[config.mk]
export PLATFORM = sky130hd
export DESIGN_NAME = http_byte_range_parser
export DESIGN_NICKNAME = d
export VERILOG_FILES = /design/src/rtl/core/hbr_pkg.sv /design/src/rtl/core/hbr_parse.sv /design/src/rtl/core/hbr_resolve.sv /design/src/rtl/core/http_byte_range_parser.sv
export VERILOG_INCLUDE_DIRS = /design/src /design/src/rtl/core
export SDC_FILE = /design/constraint.sdc
export NUM_CORES = 2
export LEC_CHECK = 0
export BUFFER_PORTS_ARGS = -buffer_cell sky130_fd_sc_hd__buf_2
export CORE_UTILIZATION = 58
export CTS_CLUSTER_SIZE = 14
export DETAILED_ROUTE_END_ITERATION = 10
export GPL_ROUTABILITY_DRIVEN = 0
export PLACE_DENSITY = 0.83
export SYNTH_ARGS = -nofsm -noshare
export SYNTH_HDL_FRONTEND = slang
export SYNTH_SLANG_ARGS = --single-unit
[constraint.sdc]
create_clock -name aclk -period 13.1 [get_ports aclk]
set_clock_uncertainty 0.15 [all_clocks]
set_input_delay 2.62 -clock aclk [delete_from_list [all_inputs] [get_ports aclk]]
set_output_delay 2.62 -clock aclk [all_outputs]
set_load 0.005 [all_outputs]
[src/rtl/core/http_byte_range_parser_defines.svh]
// Assertion helpers shared by the byte range parser modules.
`ifndef HTTP_BYTE_RANGE_PARSER_DEFINES_SVH
`define HTTP_BYTE_RANGE_PARSER_DEFINES_SVH

// Same-cycle implication, checked out of reset.
`define HBR_ASSERT_IMP(lbl, clk, rst_n, ante, cons) \
    lbl: assert property (@(posedge clk) disable iff (!(rst_n)) (ante) |-> (cons)) \
        else $error("hbr assertion failed");

// Next-cycle implication, checked out of reset.
`define HBR_ASSERT_NEXT(lbl, clk, rst_n, ante, cons) \
    lbl: assert property (@(posedge clk) disable iff (!(rst_n)) (ante) |=> (cons)) \
        else $error("hbr assertion failed");

`endif

[src/rtl/core/hbr_pkg.sv]
package hbr_pkg;

    localparam int MAX_BODY_CHARS_DEF = 127;

    localparam logic [2:0] PREFIX_LEN = 3'd6;
    localparam logic [7:0] PREFIX_TEXT [0:5] = '{8'h62, 8'h79, 8'h74, 8'h65, 8'h73, 8'h3D};

    localparam logic [7:0] CHAR_NUL   = 8'h00;
    localparam logic [7:0] CHAR_TAB   = 8'h09;
    localparam logic [7:0] CHAR_CR    = 8'h0D;
    localparam logic [7:0] CHAR_SPACE = 8'h20;
    localparam logic [7:0] CHAR_PLUS  = 8'h2B;
    localparam logic [7:0] CHAR_DASH  = 8'h2D;
    localparam logic [7:0] CHAR_ZERO  = 8'h30;
    localparam logic [7:0] CHAR_NINE  = 8'h39;

    localparam logic [63:0] MAG_CAP   = 64'h8000_0000_0000_0000;
    localparam logic [63:0] INT64_MAX = 64'h7FFF_FFFF_FFFF_FFFF;

    typedef enum logic [1:0] {
        SCAN_WS     = 2'd0,
        SCAN_SIGN   = 2'd1,
        SCAN_DIGITS = 2'd2,
        SCAN_STOP   = 2'd3
    } scan_phase_t;

    // One strtoll-style number scan: magnitude saturates at 2^63.
    typedef struct packed {
        scan_phase_t phase;
        logic        neg;
        logic [63:0] mag;
    } scan_t;

    typedef struct packed {
        logic [2:0]         prefix_cnt;
        logic               prefix_failed;
        logic               string_ended;
        scan_t              lead;
        logic               lead_nonempty;
        logic               dash_seen;
        logic signed [63:0] split_value;
        logic               split_nonempty;
        scan_t              tail;
        logic               tail_nonempty;
    } parse_state_t;

    // Parse outcome at the last byte of a header.
    typedef struct packed {
        logic               ok;
        logic               split_nonempty;
        logic signed [63:0] split_value;
        logic               tail_nonempty;
        scan_t              tail;
        logic [62:0]        size;
    } snap_t;

    typedef struct packed {
        logic               ok;
        logic               split_nonempty;
        logic signed [63:0] start_clamp;
        logic               tail_nonempty;
        logic signed [63:0] tail_value;
        logic [62:0]        size;
    } mid_t;

    function automatic logic is_space(logic [7:0] c);
        return c inside {CHAR_SPACE, [CHAR_TAB:CHAR_CR]};
    endfunction

    function automatic scan_t scan_step(scan_t s, logic [7:0] c);
        logic        digit;
        logic [3:0]  d;
        logic [67:0] prod;
        scan_t       r;
        digit = c inside {[CHAR_ZERO:CHAR_NINE]};
        d     = digit ? 4'(c - CHAR_ZERO) : 4'd0;
        prod  = ({4'b0, s.mag} << 3) + ({4'b0, s.mag} << 1) + 68'(d);
        r     = s;
        case (s.phase)
            SCAN_WS: begin
                if (is_space(c)) begin
                    r = s;
                end else if (c == CHAR_PLUS || c == CHAR_DASH) begin
                    r.neg   = (c == CHAR_DASH);
                    r.phase = SCAN_SIGN;
                end else if (digit) begin
                    r.mag   = 64'(d);
                    r.phase = SCAN_DIGITS;
                end else begin
                    r.phase = SCAN_STOP;
                end
            end
            SCAN_SIGN: begin
                if (digit) begin
                    r.mag   = 64'(d);
                    r.phase = SCAN_DIGITS;
                end else begin
                    r.phase = SCAN_STOP;
                end
            end
            SCAN_DIGITS: begin
                if (digit) begin
                    r.mag = (prod > {4'b0, MAG_CAP}) ? MAG_CAP : prod[63:0];
                end else begin
                    r.phase = SCAN_STOP;
                end
            end
            default: r = s;
        endcase
        return r;
    endfunction

    function automatic logic signed [63:0] scan_result(logic neg, logic [63:0] mag);
        logic signed [63:0] v;
        if (neg) begin
            v = (mag >= MAG_CAP) ? $signed(MAG_CAP) : -$signed(mag);
        end else begin
            v = (mag > INT64_MAX) ? $signed(INT64_MAX) : $signed(mag);
        end
        return v;
    endfunction

endpackage

[src/rtl/core/hbr_parse.sv]
`include "http_byte_range_parser_defines.svh"

module hbr_parse #(
    parameter int MAX_BODY_CHARS = hbr_pkg::MAX_BODY_CHARS_DEF
) (
    input  logic          aclk,
    input  logic          aresetn,
    input  logic          in_valid,
    output logic          in_ready,
    input  logic [7:0]    in_byte,
    input  logic          in_last,
    input  logic [62:0]   in_size,
    output logic          snap_valid,
    input  logic          snap_ready,
    output hbr_pkg::snap_t snap
);

    localparam int BW = $clog2(MAX_BODY_CHARS + 1);

    logic                  in_vld_reg;
    logic [7:0]            in_byte_reg;
    logic                  in_last_reg;
    logic [62:0]           in_size_reg;
    logic                  consume;

    hbr_pkg::parse_state_t st_reg, st_next, st_upd;
    logic [BW-1:0]         body_cnt_reg, body_cnt_next, body_cnt_upd;
    logic                  snap_vld_reg, snap_vld_next;
    hbr_pkg::snap_t        snap_reg, snap_next;

    // A plain byte always drains; a last byte waits for the snapshot slot.
    assign consume  = in_vld_reg && (!in_last_reg || !snap_vld_reg || snap_ready);
    assign in_ready = !in_vld_reg || consume;

    always_ff @(posedge aclk) begin
        if (!aresetn) begin
            in_vld_reg <= 1'b0;
        end else if (in_ready) begin
            in_vld_reg <= in_valid;
        end
        if (in_ready) begin
            in_byte_reg <= in_byte;
            in_last_reg <= in_last;
            in_size_reg <= in_size;
        end
    end

    always_comb begin
        st_upd       = st_reg;
        body_cnt_upd = body_cnt_reg;
        if (!st_reg.string_ended && !st_reg.prefix_failed) begin
            if (in_byte_reg == hbr_pkg::CHAR_NUL) begin
                st_upd.string_ended = 1'b1;
                if (st_reg.prefix_cnt < hbr_pkg::PREFIX_LEN) begin
                    st_upd.prefix_failed = 1'b1;
                end
            end else if (st_reg.prefix_cnt < hbr_pkg::PREFIX_LEN) begin
                if (in_byte_reg == hbr_pkg::PREFIX_TEXT[st_reg.prefix_cnt]) begin
                    st_upd.prefix_cnt = st_reg.prefix_cnt + 3'd1;
                end else begin
                    st_upd.prefix_failed = 1'b1;
                end
            end else if (body_cnt_reg < BW'(MAX_BODY_CHARS)) begin
                body_cnt_upd = body_cnt_reg + BW'(1);
                if (in_byte_reg == hbr_pkg::CHAR_DASH) begin
                    // Freeze the start part and restart the end-part scan.
                    st_upd.split_value    = hbr_pkg::scan_result(st_reg.lead.neg,
                                                                 st_reg.lead.mag);
                    st_upd.split_nonempty = st_reg.lead_nonempty;
                    st_upd.dash_seen      = 1'b1;
                    st_upd.tail           = '0;
                    st_upd.tail_nonempty  = 1'b0;
                end else begin
                    st_upd.tail          = hbr_pkg::scan_step(st_reg.tail, in_byte_reg);
                    st_upd.tail_nonempty = 1'b1;
                end
                st_upd.lead          = hbr_pkg::scan_step(st_reg.lead, in_byte_reg);
                st_upd.lead_nonempty = 1'b1;
            end
        end
    end

    always_comb begin
        st_next       = st_reg;
        body_cnt_next = body_cnt_reg;
        snap_vld_next = snap_vld_reg && !snap_ready;
        snap_next     = snap_reg;
        if (consume) begin
            st_next       = st_upd;
            body_cnt_next = body_cnt_upd;
            if (in_last_reg) begin
                snap_vld_next            = 1'b1;
                snap_next.ok             = !st_upd.prefix_failed && st_upd.dash_seen &&
                                           (st_upd.prefix_cnt == hbr_pkg::PREFIX_LEN);
                snap_next.split_nonempty = st_upd.split_nonempty;
                snap_next.split_value    = st_upd.split_value;
                snap_next.tail_nonempty  = st_upd.tail_nonempty;
                snap_next.tail           = st_upd.tail;
                snap_next.size           = in_size_reg;
                // Start the next header from scratch.
                st_next       = '0;
                body_cnt_next = '0;
            end
        end
    end

    always_ff @(posedge aclk) begin
        if (!aresetn) begin
            st_reg       <= '0;
            body_cnt_reg <= '0;
            snap_vld_reg <= 1'b0;
        end else begin
            st_reg       <= st_next;
            body_cnt_reg <= body_cnt_next;
            snap_vld_reg <= snap_vld_next;
        end
        snap_reg <= snap_next;
    end

    assign snap_valid = snap_vld_reg;
    assign snap       = snap_reg;

    `HBR_ASSERT_NEXT(a_clear_after_last, aclk, aresetn, consume && in_last_reg, st_reg.prefix_cnt == 3'd0 && body_cnt_reg == '0 && !st_reg.dash_seen)
    `HBR_ASSERT_IMP(a_dash_needs_prefix, aclk, aresetn, st_reg.dash_seen, st_reg.prefix_cnt == hbr_pkg::PREFIX_LEN && body_cnt_reg != '0)
    `HBR_ASSERT_NEXT(a_snap_held, aclk, aresetn, snap_vld_reg && !snap_ready, snap_vld_reg && $stable(snap_reg))

endmodule

[src/rtl/core/hbr_resolve.sv]
module hbr_resolve (
    input  logic           aclk,
    input  logic           aresetn,
    input  logic           snap_valid,
    output logic           snap_ready,
    input  hbr_pkg::snap_t snap,
    output logic           out_valid,
    input  logic           out_ready,
    output logic           range_valid,
    output logic [62:0]    range_start,
    output logic [63:0]    range_end
);

    logic                mid_vld_reg;
    hbr_pkg::mid_t       mid_reg, mid_next;
    logic                mid_ready;

    logic                out_vld_reg;
    logic                valid_reg, valid_next;
    logic [62:0]         start_reg, start_next;
    logic signed [63:0]  end_reg, end_next;
    logic                out_en;

    logic signed [63:0]  sz, szm1, tail_v, s_v, e_v, suf_start;

    assign out_en     = !out_vld_reg || out_ready;
    assign mid_ready  = !mid_vld_reg || out_en;
    assign snap_ready = mid_ready;

    // Stage A: signed end value and clamped start.
    always_comb begin
        mid_next.ok             = snap.ok;
        mid_next.split_nonempty = snap.split_nonempty;
        mid_next.start_clamp    = snap.split_value[63] ? 64'sd0 : snap.split_value;
        mid_next.tail_nonempty  = snap.tail_nonempty;
        mid_next.tail_value     = hbr_pkg::scan_result(snap.tail.neg, snap.tail.mag);
        mid_next.size           = snap.size;
    end

    // Stage B: suffix or explicit range, then the fallback.
    always_comb begin
        sz        = $signed({1'b0, mid_reg.size});
        szm1      = sz - 64'sd1;
        tail_v    = mid_reg.tail_value;
        s_v       = mid_reg.start_clamp;
        e_v       = mid_reg.tail_nonempty ? tail_v : szm1;
        suf_start = sz - tail_v;
        valid_next = 1'b0;
        start_next = '0;
        end_next   = szm1;
        if (mid_reg.ok) begin
            if (!mid_reg.split_nonempty) begin
                if (mid_reg.tail_nonempty && tail_v > 64'sd0) begin
                    valid_next = 1'b1;
                    start_next = suf_start[63] ? 63'd0 : suf_start[62:0];
                end
            end else if (s_v <= e_v && s_v <= szm1) begin
                valid_next = 1'b1;
                start_next = s_v[62:0];
                end_next   = (e_v > szm1) ? szm1 : e_v;
            end
        end
    end

    always_ff @(posedge aclk) begin
        if (!aresetn) begin
            mid_vld_reg <= 1'b0;
            out_vld_reg <= 1'b0;
        end else begin
            if (mid_ready) begin
                mid_vld_reg <= snap_valid;
            end
            if (out_en) begin
                out_vld_reg <= mid_vld_reg;
            end
        end
        if (mid_ready) begin
            mid_reg <= mid_next;
        end
        if (out_en) begin
            valid_reg <= valid_next;
            start_reg <= start_next;
            end_reg   <= end_next;
        end
    end

    assign out_valid   = out_vld_reg;
    assign range_valid = valid_reg;
    assign range_start = start_reg;
    assign range_end   = end_reg;

endmodule

[src/rtl/core/http_byte_range_parser.sv]
// Range header parser.
// Input stream: one header character per word on s_axis, with the resource size
// alongside; s_axis_tlast marks the final character of a header. Text must open
// with "bytes=", parsing stops at a zero character, and body characters past
// MAX_BODY_CHARS are dropped.
// Output stream: one word per header, produced only for the tlast input word,
// carrying the validity flag, the first offset and the inclusive last offset.
// An invalid range reports start 0 and end size-1.
// Throughput: one input word per cycle while results are not backing up. Every
// character only updates a small scan state (one multiply-by-ten and compare per number scan).
// Result path: after the tlast word is accepted, the result passes the input register,
// the parse snapshot, the end-value stage and the output register.
// Stall: a stalled result holds in the output register; non-final characters
// keep flowing in until results back up through all three stages.
// Reset: aresetn low clears the parse state and empties the pipeline; the
// first word after reset starts a new header.
module http_byte_range_parser #(
    parameter int MAX_BODY_CHARS = hbr_pkg::MAX_BODY_CHARS_DEF
) (
    input  logic          aclk,
    input  logic          aresetn,
    input  logic          s_axis_tvalid,
    output logic          s_axis_tready,
    input  logic [71:0]   s_axis_tdata,   // [7:0] header_byte, [70:8] resource_size
    input  logic          s_axis_tlast,   // last_byte
    output logic          m_axis_tvalid,
    input  logic          m_axis_tready,
    output logic [127:0]  m_axis_tdata,   // [62:0] range_start, [126:63] range_end
    output logic [0:0]    m_axis_tuser    // [0] range_valid
);

    logic           snap_valid;
    logic           snap_ready;
    hbr_pkg::snap_t snap;
    logic           range_valid;
    logic [62:0]    range_start;
    logic [63:0]    range_end;

    hbr_parse #(
        .MAX_BODY_CHARS(MAX_BODY_CHARS)
    ) u_parse (
        .aclk       (aclk),
        .aresetn    (aresetn),
        .in_valid   (s_axis_tvalid),
        .in_ready   (s_axis_tready),
        .in_byte    (s_axis_tdata[7:0]),
        .in_last    (s_axis_tlast),
        .in_size    (s_axis_tdata[70:8]),
        .snap_valid (snap_valid),
        .snap_ready (snap_ready),
        .snap       (snap)
    );

    hbr_resolve u_resolve (
        .aclk        (aclk),
        .aresetn     (aresetn),
        .snap_valid  (snap_valid),
        .snap_ready  (snap_ready),
        .snap        (snap),
        .out_valid   (m_axis_tvalid),
        .out_ready   (m_axis_tready),
        .range_valid (range_valid),
        .range_start (range_start),
        .range_end   (range_end)
    );

    assign m_axis_tdata = {1'b0, range_end, range_start};
    assign m_axis_tuser = range_valid;

endmodule

==> metrics.txt <==
status=finished, violations left; violations in the final reports=DRC; Die Footprint=94,800 um^2; number of design-rule violations left by the first detailed-router iteration=approximately 5,500; kind of start point of the critical path=flip-flop; type of the tightest min-delay check=reg -> reg; synthesis-stage register bit count=just over 800; final hold viol count=0; Comb pwr share=2.8%; type of the setup path with the least slack=reg -> reg; core outline area=92,200 um^2; GRT Total Usage=about a third; antenna diode count=0; total power density per cell area=92.5 nW/um^2; sum of negative setup slack=0 ns; number of global-route vias before repair=44,000; share of async-settable or async-resettable flops after synthesis=0%; RSZ-0062 raised after global routing=no; TritonCTS clock tree=done; number of top-level pins=208; Final ANT Viol Nets=0; switching power as a share of total power=21.9%; top-count cell post-synth=sky130_fd_sc_hd__edfxtp_1; max-cap check violation count=0; cells taking the most area after synthesis=sky130_fd_sc_hd__edfxtp_1 (33%), sky130_fd_sc_hd__ha_1 (12%), sky130_fd_sc_hd__dfxtp_1 (8.0%); maximum number of pins on one net before global-route repair=127; slack of the critical path=3.95 ns; via/cell ratio=between 6 and 7; synth warn=0; first-pass GRT wire length=241,000 um; Total Power Consumption=5.47 mW; post-synth top area share=about a third; Slew Viols, Final=0; path depth of the worst reg2reg path=22; Slew HR=about 14%; HPWL after DPL=between 100,000 and 150,000 um; total number of vias=46,900; clk root buf=sky130_fd_sc_hd__clkbuf_16; Clock Pin Slew Worst Setup and Hold Paths=0.06 ns; Post-synth EDFFs=588; Post-CTS Setup Bufs=0; H-tree depth=3; CP required=13.33 ns; cell taking the most area after synthesis=sky130_fd_sc_hd__edfxtp_1; clock buffer depth=3; ys flop type=sky130_fd_sc_hd__edfxtp_1; ratio of final minimum period to clock period=69.9%; starting utilization of the core area=58.9%; DRC violations left=1; internal cell power=between 4 and 5 mW; Layout Area Growth over Synthesis=8.84%; routed wire length=157,000 um; Switch Pwr=1.20 mW; post_cts resized=0; fraction of final layout cells sized beyond drive strength 1=roughly 8.6%; Worst-Margin Slew=1.29 ns; critical register-to-register path startpoint=u_resolve.mid_reg[29]; synth unique cells=100; cell area after placement=56,100 um^2; maximum fanout count along the critical path=78; timing startpoint of the critical path=u_resolve.mid_reg[29]; Final min period=9.15 ns; initial antenna violation count=6; hold buffer count at CTS=0; setup-violating endpoint count in the final report=0; setup slack on the worst flop-to-flop path=3.95 ns; data arrival time at the worst-slack endpoint=roughly 9.4 ns; highest clock frequency the design can meet=109 MHz; clock insertion delay at the later pin of the skew report=0.68 ns; post-route design area=a little under 60,000 um^2; Clock Power Share=a little under half; Die W=308 um; Port-buffer cells=205; list of most frequent post-synthesis cells=sky130_fd_sc_hd__edfxtp_1 (588), sky130_fd_sc_hd__ha_1 (523), sky130_fd_sc_hd__a21oi_1 (432); DR pass1 iterations=9; worst vdd rail ir drop=0.0839 mV; max reg flops=207; power share of the sequential group=50.5%; mapped cell area=54,300 um^2; leakage power=roughly 26 nW; post-layout net count=6,350; Die Y-Extent=308 um; Reg2Reg Capture Point=u_resolve.range_end[11]; average instance area after synthesis=roughly 9.5 um^2; total clock buffers created by CTS=86; type of destination of the critical path=flip-flop; critical path capture point=u_resolve.range_end[11]; synthesized netlist cell count=5,702; net count of the mapped netlist=6,305; global-route congestion overflow total=0; final standard cell utilization of the core=64.1%; num rows=111; wire per inst=between 20 and 25 um; worst setup slack after placement=4.32 ns; register area share after synthesis=between 40 and 50%; CTS Sinks=806
==> cells by family after synthesis <==
family / after synthesis / share of synthesized area (%)
AOI/OAI and AO/OA: 1800 / 22.0
and+or+nand+nor: 1743 / 16.3
DFF: 806 / 40.6
adders and majority gates: 526 / 12.2
buffers and inverters: 523 / 3.73
xor gates and xnor gates: 217 / 3.50
muxes: 86 / 1.69
other: 1 / 0.00691
==> how the worst min path moves through the flow <==
stage / from / end / slack (ns) / depth (start not counted)
finish: u_parse.snap[195] / u_resolve.mid_reg[192] / 0.26 / 0
global route: u_parse.in_size_reg[0] / u_parse.snap[0] / 0.27 / 0
CTS: u_parse.snap[195] / u_resolve.mid_reg[192] / 0.27 / 0
detailed placement: u_parse.in_size_reg[22] / u_parse.snap[22] / 0.25 / 0
floorplan: u_parse.in_size_reg[0] / u_parse.snap[0] / 0.25 / 0
global placement: u_parse.in_size_reg[22] / u_parse.snap[22] / 0.25 / 0
==> power by group through the flow <==
stage | clock network [mW] | registers [mW] | logic [mW]
after floorplan | 0 | 2.81 | 0.100
after global placement | 0 | 2.81 | 0.143
after detailed placement | 0 | 2.81 | 0.148
after CTS | 2.58 | 2.76 | 0.149
after global routing | 2.67 | 2.76 | 0.164
final | 2.56 | 2.76 | 0.152
==> per-stage QoR <==
stage	hold WS [ns]	instances
after global placement	0.253	6902
after CTS	0.266	7063
after detailed placement	0.255	6902
final	0.261	7063
after floorplan	0.250	5702
after global routing	0.275	7063
==> worst max-delay path, stage by stage (launching register included) <==
cell and delay [ns]:
sky130_fd_sc_hd__edfxtp_1 0.47, sky130_fd_sc_hd__or4_1 0.63, sky130_fd_sc_hd__nor4_1 0.47, sky130_fd_sc_hd__nand4bb_1 0.48, sky130_fd_sc_hd__nor4_2 0.89, sky130_fd_sc_hd__nand3_1 0.41, sky130_fd_sc_hd__or3_1 0.55, sky130_fd_sc_hd__nor3_1 0.23
sky130_fd_sc_hd__xnor2_1 0.23, sky130_fd_sc_hd__inv_1 0.11, sky130_fd_sc_hd__mux2i_1 0.25, sky130_fd_sc_hd__inv_1 0.08, sky130_fd_sc_hd__ha_1 0.29, sky130_fd_sc_hd__nand4_1 0.14, sky130_fd_sc_hd__or3_1 0.41, sky130_fd_sc_hd__nor3_1 0.51
sky130_fd_sc_hd__nand4_1 0.34, sky130_fd_sc_hd__a311oi_1 0.60, sky130_fd_sc_hd__a211oi_1 0.12, sky130_fd_sc_hd__mux2_2 0.34, sky130_fd_sc_hd__a211oi_4 0.25, sky130_fd_sc_hd__buf_4 0.64, sky130_fd_sc_hd__o21ai_0 0.22
==> placed cells by master (no fill, tap or decap), types with 21 or more instances in the layout <==
master	netlist	final
sky130_fd_sc_hd__a211oi_1	65	65
sky130_fd_sc_hd__a21boi_0	21	21
sky130_fd_sc_hd__a21o_1	229	229
sky130_fd_sc_hd__a21oi_1	432	432
sky130_fd_sc_hd__a22o_1	186	186
sky130_fd_sc_hd__a22oi_1	91	91
sky130_fd_sc_hd__a31oi_1	53	53
sky130_fd_sc_hd__and2_1	43	42
sky130_fd_sc_hd__and3_1	25	25
sky130_fd_sc_hd__buf_2	20	205
sky130_fd_sc_hd__buf_4	2	34
sky130_fd_sc_hd__clkbuf_16	0	89
sky130_fd_sc_hd__dfxtp_1	218	216
sky130_fd_sc_hd__edfxtp_1	588	588
sky130_fd_sc_hd__ha_1	523	523
sky130_fd_sc_hd__inv_1	239	236
sky130_fd_sc_hd__mux2_2	45	45
sky130_fd_sc_hd__mux2i_1	41	41
sky130_fd_sc_hd__nand2_1	412	409
sky130_fd_sc_hd__nand2b_1	59	59
sky130_fd_sc_hd__nand3_1	79	79
sky130_fd_sc_hd__nand4_1	106	106
sky130_fd_sc_hd__nor2_1	403	397
sky130_fd_sc_hd__nor2b_1	199	199
sky130_fd_sc_hd__nor3_1	129	129
sky130_fd_sc_hd__nor3b_1	23	23
sky130_fd_sc_hd__nor4_1	61	60
sky130_fd_sc_hd__o21a_1	56	56
sky130_fd_sc_hd__o21ai_0	324	324
sky130_fd_sc_hd__o21bai_1	32	32
sky130_fd_sc_hd__o22ai_1	82	82
sky130_fd_sc_hd__o31ai_1	26	26
sky130_fd_sc_hd__or2_2	26	26
sky130_fd_sc_hd__or3_1	90	90
sky130_fd_sc_hd__or4_1	29	29
sky130_fd_sc_hd__xnor2_1	136	136
sky130_fd_sc_hd__xor2_1	81	81
==> final cells by class <==
type	instances	area, um^2
inverters	240	918
multi-input cells	4373	30300
clock buffers	108	2350
clock inverters	53	637
repair buffers	240	1300
flip-flops and latches	806	22000
fillers	7208	33100
well taps	1243	1560
==> per-layer routing <==
metal	wire length, um	GRT usage, %
met3	16100	6.33
met1	61400	41.1
met5	0	0
met4	9920	19.0
met2	69500	50.5
(Power assumes the default switching activity.)
